File: src/thpc_pkg.sv
package thpc_pkg;

  // Field and datapath widths
  localparam int unsigned TargetW = 14;
  localparam int unsigned TempW   = 16;
  localparam int unsigned LevelW  = 12;
  localparam int unsigned FlowW   = 15;
  localparam int unsigned PowerW  = 34;
  localparam int unsigned ErrW    = 18;   // target - tank, signed
  localparam int unsigned DiffW   = 17;   // temperature differences, signed
  localparam int unsigned KpW     = 33;   // gain numerator, unsigned
  localparam int unsigned FlowKW  = 28;   // flow * 4184, unsigned
  localparam int unsigned QcW     = 49;   // gain * error, unsigned
  localparam int unsigned FlowPW  = 46;   // flow term products, signed
  localparam int unsigned AmbPW   = 38;   // ambient loss product, signed
  localparam int unsigned FfW     = 50;   // feedforward sum, signed
  localparam int unsigned NumW    = 52;   // power numerator over 2^18, signed
  localparam int unsigned FracW   = 18;

  // Constants of the control law
  localparam logic [TargetW-1:0] TargetReset = 14'd6400;
  localparam logic [KpW-1:0]     KpScale     = 33'd1673600;
  localparam logic [KpW-1:0]     KpOffset    = 33'd40960;
  localparam logic [FlowKW-1:0]  WaterHeat   = 28'd4184;
  localparam logic signed [DiffW-1:0] HotTemp  = 17'sd20480;   // 80 degC
  localparam logic signed [AmbPW-1:0] AmbLoss  = 38'sd1024000;
  localparam logic signed [NumW-1:0]  RoundHalf = 52'sd131072;
  localparam logic signed [PowerW-1:0] PowerMax = 34'sd1000000;

  typedef struct packed {
    logic signed [TempW-1:0]  tank_temp;
    logic signed [TempW-1:0]  ambient_temp;
    logic signed [TempW-1:0]  inlet_temp;
    logic        [LevelW-1:0] level;
    logic        [FlowW-1:0]  inlet_flow;
    logic        [FlowW-1:0]  hot_flow;
  } in_item_t;

  typedef struct packed {
    logic signed [PowerW-1:0] heater_power;
    logic                     cooling;
  } out_item_t;

  // Stage 1: error, gain, scaled flows, temperature differences
  typedef struct packed {
    logic                     pos;
    logic [15:0]              err_mag;
    logic [KpW-1:0]           kp;
    logic [FlowKW-1:0]        ni_k;
    logic [FlowKW-1:0]        na_k;
    logic signed [DiffW-1:0]  d_in;
    logic signed [DiffW-1:0]  d_hot;
    logic signed [DiffW-1:0]  d_amb;
  } s1_t;

  // Stage 2: products
  typedef struct packed {
    logic                     pos;
    logic [QcW-1:0]           qc;
    logic signed [FlowPW-1:0] p_in;
    logic signed [FlowPW-1:0] p_hot;
    logic signed [AmbPW-1:0]  p_amb;
  } s2_t;

  // Stage 3: feedforward total
  typedef struct packed {
    logic                  pos;
    logic [QcW-1:0]        qc;
    logic signed [FfW-1:0] ff;
  } s3_t;

  // Stage 4: rounded numerator
  typedef struct packed {
    logic                   pos;
    logic signed [NumW-1:0] num;
  } s4_t;

endpackage

File: src/thpc_prep.sv
module thpc_prep (
  input  logic                             clk_i,
  input  logic                             rst_ni,
  input  logic                             en_i,
  input  logic [thpc_pkg::TargetW-1:0]     target_i,
  input  logic                             valid_i,
  input  thpc_pkg::in_item_t               data_i,
  output logic                             valid_o,
  output thpc_pkg::s1_t                    data_o
);

  logic                                   valid_q;
  thpc_pkg::s1_t                          data_q, data_d;
  logic signed [thpc_pkg::ErrW-1:0]       err;

  // Error, gain and differences; constant multiplies only
  always_comb begin
    err = $signed({4'b0, target_i}) - $signed({{2{data_i.tank_temp[15]}}, data_i.tank_temp});
    data_d.pos     = !err[thpc_pkg::ErrW-1] && (err != '0);
    data_d.err_mag = err[15:0];
    data_d.kp      = thpc_pkg::KpW'(data_i.level) * thpc_pkg::KpScale + thpc_pkg::KpOffset;
    data_d.ni_k    = thpc_pkg::FlowKW'(data_i.inlet_flow) * thpc_pkg::WaterHeat;
    data_d.na_k    = thpc_pkg::FlowKW'(data_i.hot_flow) * thpc_pkg::WaterHeat;
    data_d.d_in    = $signed({data_i.inlet_temp[15], data_i.inlet_temp})
                   - $signed({data_i.tank_temp[15], data_i.tank_temp});
    data_d.d_hot   = thpc_pkg::HotTemp - $signed({data_i.tank_temp[15], data_i.tank_temp});
    data_d.d_amb   = $signed({data_i.tank_temp[15], data_i.tank_temp})
                   - $signed({data_i.ambient_temp[15], data_i.ambient_temp});
  end

  always_ff @(posedge clk_i or negedge rst_ni) begin
    if (!rst_ni) begin
      valid_q <= 1'b0;
    end else if (en_i) begin
      valid_q <= valid_i;
    end
  end

  always_ff @(posedge clk_i) begin
    if (en_i) begin
      data_q <= data_d;
    end
  end

  assign valid_o = valid_q;
  assign data_o  = data_q;

endmodule

File: src/thpc_mult.sv
module thpc_mult (
  input  logic           clk_i,
  input  logic           rst_ni,
  input  logic           en_i,
  input  logic           valid_i,
  input  thpc_pkg::s1_t  data_i,
  output logic           valid_o,
  output thpc_pkg::s2_t  data_o
);

  logic           valid_q;
  thpc_pkg::s2_t  data_q, data_d;

  // Four independent products, one multiplier per path
  always_comb begin
    data_d.pos   = data_i.pos;
    data_d.qc    = {16'b0, data_i.kp} * {33'b0, data_i.err_mag};
    data_d.p_in  = $signed({1'b0, data_i.ni_k}) * data_i.d_in;
    data_d.p_hot = $signed({1'b0, data_i.na_k}) * data_i.d_hot;
    data_d.p_amb = data_i.d_amb * thpc_pkg::AmbLoss;
  end

  always_ff @(posedge clk_i or negedge rst_ni) begin
    if (!rst_ni) begin
      valid_q <= 1'b0;
    end else if (en_i) begin
      valid_q <= valid_i;
    end
  end

  always_ff @(posedge clk_i) begin
    if (en_i) begin
      data_q <= data_d;
    end
  end

  assign valid_o = valid_q;
  assign data_o  = data_q;

endmodule

File: src/thpc_sum.sv
module thpc_sum (
  input  logic           clk_i,
  input  logic           rst_ni,
  input  logic           en_i,
  input  logic           valid_i,
  input  thpc_pkg::s2_t  data_i,
  output logic           valid_o,
  output thpc_pkg::s4_t  data_o
);

  logic                             valid3_q, valid4_q;
  thpc_pkg::s3_t                    s3_q, s3_d;
  thpc_pkg::s4_t                    s4_q, s4_d;
  logic signed [thpc_pkg::FfW-1:0]  flow_sum;

  // Feedforward: 4 * (inlet + hot) - ambient loss
  always_comb begin
    flow_sum = thpc_pkg::FfW'(data_i.p_in) + thpc_pkg::FfW'(data_i.p_hot);
    s3_d.pos = data_i.pos;
    s3_d.qc  = data_i.qc;
    s3_d.ff  = (flow_sum <<< 2) - thpc_pkg::FfW'(data_i.p_amb);
  end

  // Numerator of the power plus half an LSB for rounding
  always_comb begin
    s4_d.pos = s3_q.pos;
    s4_d.num = $signed({3'b0, s3_q.qc}) - thpc_pkg::NumW'(s3_q.ff) + thpc_pkg::RoundHalf;
  end

  always_ff @(posedge clk_i or negedge rst_ni) begin
    if (!rst_ni) begin
      valid3_q <= 1'b0;
      valid4_q <= 1'b0;
    end else if (en_i) begin
      valid3_q <= valid_i;
      valid4_q <= valid3_q;
    end
  end

  always_ff @(posedge clk_i) begin
    if (en_i) begin
      s3_q <= s3_d;
      s4_q <= s4_d;
    end
  end

  assign valid_o = valid4_q;
  assign data_o  = s4_q;

endmodule

File: src/tank_heater_power_controller_unit.sv
// Tank heater power controller: proportional control with loss feedforward.
// Input channel (in_valid_i / in_ready_o / in_data_i) takes one sample set
// per item; output channel (out_valid_o / out_ready_i / out_data_o) returns
// one heater power command and cooling flag per item, in order.
// The target temperature register is written through cfg_we_i / cfg_data_i
// at any clock edge with the write enable high; write it only while idle.
// From input acceptance to output valid an item passes prep, multiply,
// feedforward sum, rounding add and an output stage with saturation.
// Throughput is one item per cycle when not stalled; the four multipliers
// in the multiply stage set the clock, each path one product up to 38x17.
// When the receiver stalls, the whole pipeline holds: in_ready_o drops only
// while the output register holds an item that is not taken, and every
// stage keeps its item or bubble in place, so nothing is lost or repeated.
// Reset clears all valid bits and sets the target to 25 degC (6400).
// A result with a non-positive error is power 0 and cooling 1; otherwise the
// power is rounded to whole watts and limited above at 1000000 W.
module tank_heater_power_controller_unit (
  input  logic                          clk_i,
  input  logic                          rst_ni,
  input  logic                          cfg_we_i,
  input  logic [thpc_pkg::TargetW-1:0]  cfg_data_i,
  input  logic                          in_valid_i,
  output logic                          in_ready_o,
  input  thpc_pkg::in_item_t            in_data_i,
  output logic                          out_valid_o,
  input  logic                          out_ready_i,
  output thpc_pkg::out_item_t           out_data_o
);

  logic [thpc_pkg::TargetW-1:0]     target_q;
  logic                             adv;
  logic                             v1, v2, v4;
  thpc_pkg::s1_t                    s1;
  thpc_pkg::s2_t                    s2;
  thpc_pkg::s4_t                    s4;
  logic                             out_valid_q;
  thpc_pkg::out_item_t              out_q, out_d;
  logic signed [thpc_pkg::PowerW-1:0] power;

  // Target temperature register
  always_ff @(posedge clk_i or negedge rst_ni) begin
    if (!rst_ni) begin
      target_q <= thpc_pkg::TargetReset;
    end else if (cfg_we_i) begin
      target_q <= cfg_data_i;
    end
  end

  // Pipeline moves when the output register is empty or being drained
  assign adv        = !out_valid_q || out_ready_i;
  assign in_ready_o = adv;

  thpc_prep u_prep (
    .clk_i    (clk_i),
    .rst_ni   (rst_ni),
    .en_i     (adv),
    .target_i (target_q),
    .valid_i  (in_valid_i),
    .data_i   (in_data_i),
    .valid_o  (v1),
    .data_o   (s1)
  );

  thpc_mult u_mult (
    .clk_i   (clk_i),
    .rst_ni  (rst_ni),
    .en_i    (adv),
    .valid_i (v1),
    .data_i  (s1),
    .valid_o (v2),
    .data_o  (s2)
  );

  thpc_sum u_sum (
    .clk_i   (clk_i),
    .rst_ni  (rst_ni),
    .en_i    (adv),
    .valid_i (v2),
    .data_i  (s2),
    .valid_o (v4),
    .data_o  (s4)
  );

  // Floor shift to whole watts, upper saturation, cooling select
  always_comb begin
    power = thpc_pkg::PowerW'(s4.num >>> thpc_pkg::FracW);
    if (!s4.pos) begin
      out_d.heater_power = '0;
      out_d.cooling      = 1'b1;
    end else if (power > thpc_pkg::PowerMax) begin
      out_d.heater_power = thpc_pkg::PowerMax;
      out_d.cooling      = 1'b0;
    end else begin
      out_d.heater_power = power;
      out_d.cooling      = 1'b0;
    end
  end

  always_ff @(posedge clk_i or negedge rst_ni) begin
    if (!rst_ni) begin
      out_valid_q <= 1'b0;
    end else if (adv) begin
      out_valid_q <= v4;
    end
  end

  always_ff @(posedge clk_i) begin
    if (adv) begin
      out_q <= out_d;
    end
  end

  assign out_valid_o = out_valid_q;
  assign out_data_o  = out_q;

endmodule
File: config.mk
export PLATFORM = sky130hd
export DESIGN_NAME = tank_heater_power_controller_unit
export DESIGN_NICKNAME = d
export VERILOG_FILES = /design/src/thpc_pkg.sv /design/src/thpc_prep.sv /design/src/thpc_mult.sv /design/src/thpc_sum.sv /design/src/tank_heater_power_controller_unit.sv
export SDC_FILE = /design/constraint.sdc
export NUM_CORES = 2
export LEC_CHECK = 0
export BUFFER_PORTS_ARGS = -buffer_cell sky130_fd_sc_hd__buf_2
export CORE_MARGIN = 2
export CORE_UTILIZATION = 25
export CTS_BUF_LIST = sky130_fd_sc_hd__clkbuf_8 sky130_fd_sc_hd__clkbuf_16
export DETAILED_ROUTE_END_ITERATION = 16
export PLACE_DENSITY_LB_ADDON = 0.1
export REMOVE_ABC_BUFFERS = 1
export SYNTH_ARGS = -nofsm -noshare
export SYNTH_HDL_FRONTEND = slang
export SYNTH_HIERARCHICAL = 1
export SYNTH_SLANG_ARGS = --single-unit
File: constraint.sdc
create_clock -name clk_i -period 23.9 [get_ports clk_i]
set_input_delay 4.78 -clock clk_i [delete_from_list [all_inputs] [get_ports clk_i]]
set_output_delay 4.78 -clock clk_i [all_outputs]
set_load 0.02 [all_outputs]
# --- After elaboration in Yosys (flattened, before gate mapping) ---
# Cells that the tools add are included.
op_classes:
  addsub: 9
  order_cmp: 1
  multipliers: 7
  n_mux: 1
  reduce_logical: 6
  bitwise: 1
ops:
  columns: ["cell", "n"]
  rows:
  - ["26-bit by 17-bit multiplier with 43-bit output", 2]
  - ["52-bit by 19-bit adder with 52-bit output (second input constant)", 1]
  - ["50-bit by 50-bit subtractor with 51-bit output", 1]
  - ["15-bit by 10-bit multiplier with 25-bit output (second input constant)", 2]
  - ["49-bit by 38-bit subtractor with 50-bit output", 1]
  - ["33-bit by 16-bit multiplier with 49-bit output", 1]
  - ["46-bit by 46-bit adder with 47-bit output", 1]
  - ["34-bit by 21-bit > comparator with 1-bit output (second input constant)", 1]
  - ["16-bit by 16-bit subtractor with 17-bit output", 2]
  - ["33-bit by 16-bit adder with 33-bit output (second input constant)", 1]
  - ["12-bit by 14-bit multiplier with 26-bit output (second input constant)", 1]
  - ["17-bit by 8-bit multiplier with 25-bit output (second input constant)", 1]
  - ["21-bit two-way mux", 1]
  - ["18-bit nonzero test", 1]
  - ["15-bit by 16-bit subtractor with 17-bit output", 1]
  - ["16-bit by 16-bit subtractor with 17-bit output (first input constant)", 1]
  - ["1-bit logical NOT", 2]
  - ["2-bit OR reduction", 1]
  - ["1-bit logical AND", 1]
  - ["1-bit logical OR", 1]
  - ["1-bit NOT", 1]
totals:
  output_inout_bits: 37
  reg_bits: 525
  in_bits: 109

# --- Logic depth before layout (Yosys ltp) ---
logic_depth:
  ltp_word: 3
  ltp_mapped: 26
  mapped_depth_nobuf: 24

# --- Hierarchy ---
# The synthesis kept the hierarchy.
by_module_without_submodules:
  columns: ["mod", "area_per_inst_um2", "seq_area_each_um2", "cells_each", "instances"]
  rows:
  - ["thpc_mult", 55729.7, 5039.8, 5952, 1]
  - ["thpc_prep", 14335.0, 4349.2, 1417, 1]
  - ["thpc_sum", 13123.8, 4644.5, 1349, 1]
  - ["tank_heater_power_controller_unit", 2043.2, 1430.1, 134, 1]

# --- Worst setup path after synthesis ---
# Ideal clock, no wire load.
synth_path:
  path_type: "input port to output port"
  start: "input port out_ready_i"
  end: "output port in_ready_o"
  path_slack_ns: 2.200
  n_path_buf: 0
  stages: 1
  arrival_ns: 16.920
  path_cell_list: "nand2b_1"
synth_via:
  elab_chain_len: 1
synth_rtl:
  columns: ["item", "line", "text"]
  rows:
  - ["start: declaration", "tank_heater_power_controller_unit.sv:26", "input logic out_ready_i,"]
  - ["1-bit logical OR", "tank_heater_power_controller_unit.sv:50", "assign adv = !out_valid_q || out_ready_i;"]
  - ["end: declaration", "tank_heater_power_controller_unit.sv:23", "output logic in_ready_o,"]
# Every way passes these cells.

# --- Worst setup path in the final report ---
# Same ends and word-level chain as after synthesis.

==> reports/qor.yml <==
cells_and_area:
  layoutNonFillerInstCount: 13380
  layout.cell_area.non_filler_sq_um: 92620
  syn_to_final_growth_pct: 9.663
  final_net_count: 11210
  layout-drive-gt1-share_pct: 4.642
synthesis:
  combined_area_of_all_synthesized_cells_sq_um: 84460
  yosys_warnings: 6
  synthCells: 8800
  syn_avg_cell_area_sq_um: 9.598
clocking:
  htree_levels: 3
  clk-insertion-delay-late_ns: 0.79
  clock_tree.buffer_depth: 4
  clock-sinks: 500
  cts_tree: "built"
  cts_made_buffers: 78
  post-cts-setup-buffers: 0
  post_cts.resized_instances: 0
  clkSlewWorstSetupHoldPaths_ns: 0.06
  post_cts_hold_buffer_count: 0
  clock-root-buffer: "sky130_fd_sc_hd__clkbuf_16"
global_route:
  wire_length_of_the_first_global_routing_pass_um: 409500
  number_of_global_route_vias_before_repair: 65180
  grt_antenna_before_repair: 31
  groute.usage.overall_pct: 15.74
  maximum_number_of_pins_on_one_net_before_global_route_repair: 176
  global_route.overflow_total: 0
place:
  post_dp_hpwl_um: 205700
  placement.io_buffers: 145
  numPlacedInstances: 13240
  gp_congestion: 0.8107
  placed_cell_area_sq_um: 90160
timing:
  setup_violations_final: 0
  timing.final.hold_violations: 0
  totalNegativeSetupSlack_ns: 0
  fmaxAchievable_mhz: 94.28
  layout_min_cycle_time_ns: 10.61
  slew_headroom_pct: 22.42
  setup_skew_after_layout_ns: 0.08566
  actual_transition_at_the_worst_max_transition_pin_ns: 1.153
  report.final.slew_viol_count: 0
  period_share_pct: 44.38
  rsz0062_at_grt: "false"
worst_setup_path:
  reg2reg_slack_ns: 16.22
  timing.rr.start: "u_prep/data_o[57]"
  timing_worst_setup_path_type: "in -> out"
  worst-path-buf-inv: 2
  start_kind: "input port"
  cpMaxStageDelayCell: "sky130_fd_sc_hd__nand2b_4"
  cp_cell_sequence: "buf_2 -> nand2b_4 -> buf_2"
  cpMostUsedCell: "sky130_fd_sc_hd__buf_2"
  kind_of_end_point_of_the_critical_path: "primary output"
  cpPeakStageDelay_ns: 0.54
  worst-endpoint-required_ns: 19.12
  cp_data_arrival_time_ns: 5.83
  worst-path-max-fanout: 28
  critical_path.reg2reg.endpoint: "u_mult/data_o[76]"
  largest_delay_contributor_family_on_the_critical_path: "simple AND/OR/NAND/NOR gates"
  worstRegToRegCells: 22
floorplan:
  fp.coreArea_sq_um: 336300
  number_of_core_rows: 213
  die_h_um: 585.2
  floorplan.initialDensity_pct: 25.11
  i_o_pins: 146
  floorplan.die.width_um: 585.2
  die_area_sq_um: 342500
drt:
  initialDrtViolationCount: 3057
  detail-route-antenna-nets: 0
  route.detailed.drc: 0
  number_of_vias_in_the_routed_layout: 59550
  avgRoutedWirePerCell_um: 19.84
  wl_um: 265400
  drt_first_pass_iters: 7
  route.detailed.vias_per_inst: 4.451
hold_path:
  hold_end: "u_sum/s3_q[65]"
  hp-class: "reg -> reg"
  holdPathStages: 0
  hp-start: "u_mult/data_o[145]"
run_status:
  status: "finished clean"
flow_run:
  drv.max_cap_violation_count: 0
## flip-flops by register name, summed over array words and instances, names as in the netlist, 14 cells and up
signal,count
u_mult/data_o,167
target_q,14
u_sum/s3_q,100
u_prep/data_o,144
out_data_o,35
u_sum/data_o,35
## layer usage
metal	up-vias	part of all wire [%]	GRT usage [%]
met5	-	0	0
met4	0	2.2	3.426
met3	254	3.0	1.418
met2	925	49	27.55
met1	30590	45	20.97
li1	27780	-	-
## through the flow
step                hold slack [ns]  worst slack (ns)  util, %
floorplan                    0.4003             2.627        -
detailed placement           0.4057             13.24    26.81
CTS                          0.4100             13.23    27.53
finish                       0.4176             13.29    27.54
global placement             0.4071             13.25    26.81
global route                 0.4247             13.22    27.53
## how the worst max path moves through the flow
stage | startpoint | end | depth (start not counted)
finish | out_ready_i | in_ready_o | 3
global route | out_ready_i | in_ready_o | 3
CTS | out_ready_i | in_ready_o | 3
detailed placement | out_ready_i | in_ready_o | 3
global placement | out_ready_i | in_ready_o | 3
floorplan | out_ready_i | in_ready_o | 1
## cell type report
class                      count  area, sq um
fill                       36050       243700
multi-input combinational   6179        61450
sequential                   500        14920
inverter                    1829         6865
tap                         4515         5649
clock buffer                  79         1966
timing repair buffer         216         1271
clock inverter                51        475.5
antenna                        9        22.52
## layout by cell type, fill, tap and decap left out, drive strengths merged, types with 17 or more instances in the layout
cell	n
a21oi	322
o31ai	22
edfxtp	481
nand4	48
and4	17
o211ai	32
nor2b	51
nor2	287
nor4	19
a21o	164
or3	20
xor2	119
xnor2	250
conb	26
o21ai	193
nand2b	59
a31oi	40
mux2	18
o21a	55
buf	216
inv	1846
clkinv	20
and3	47
nor3	68
a21boi	28
ha	947
nand2	957
fa	1349
or2	17
a211oi	35
o21bai	49
and2	683
nand3	86
clkbuf	79
Power is not shown: default switching activity piles up to over one toggle a cycle in this logic, so the estimate is an artifact.
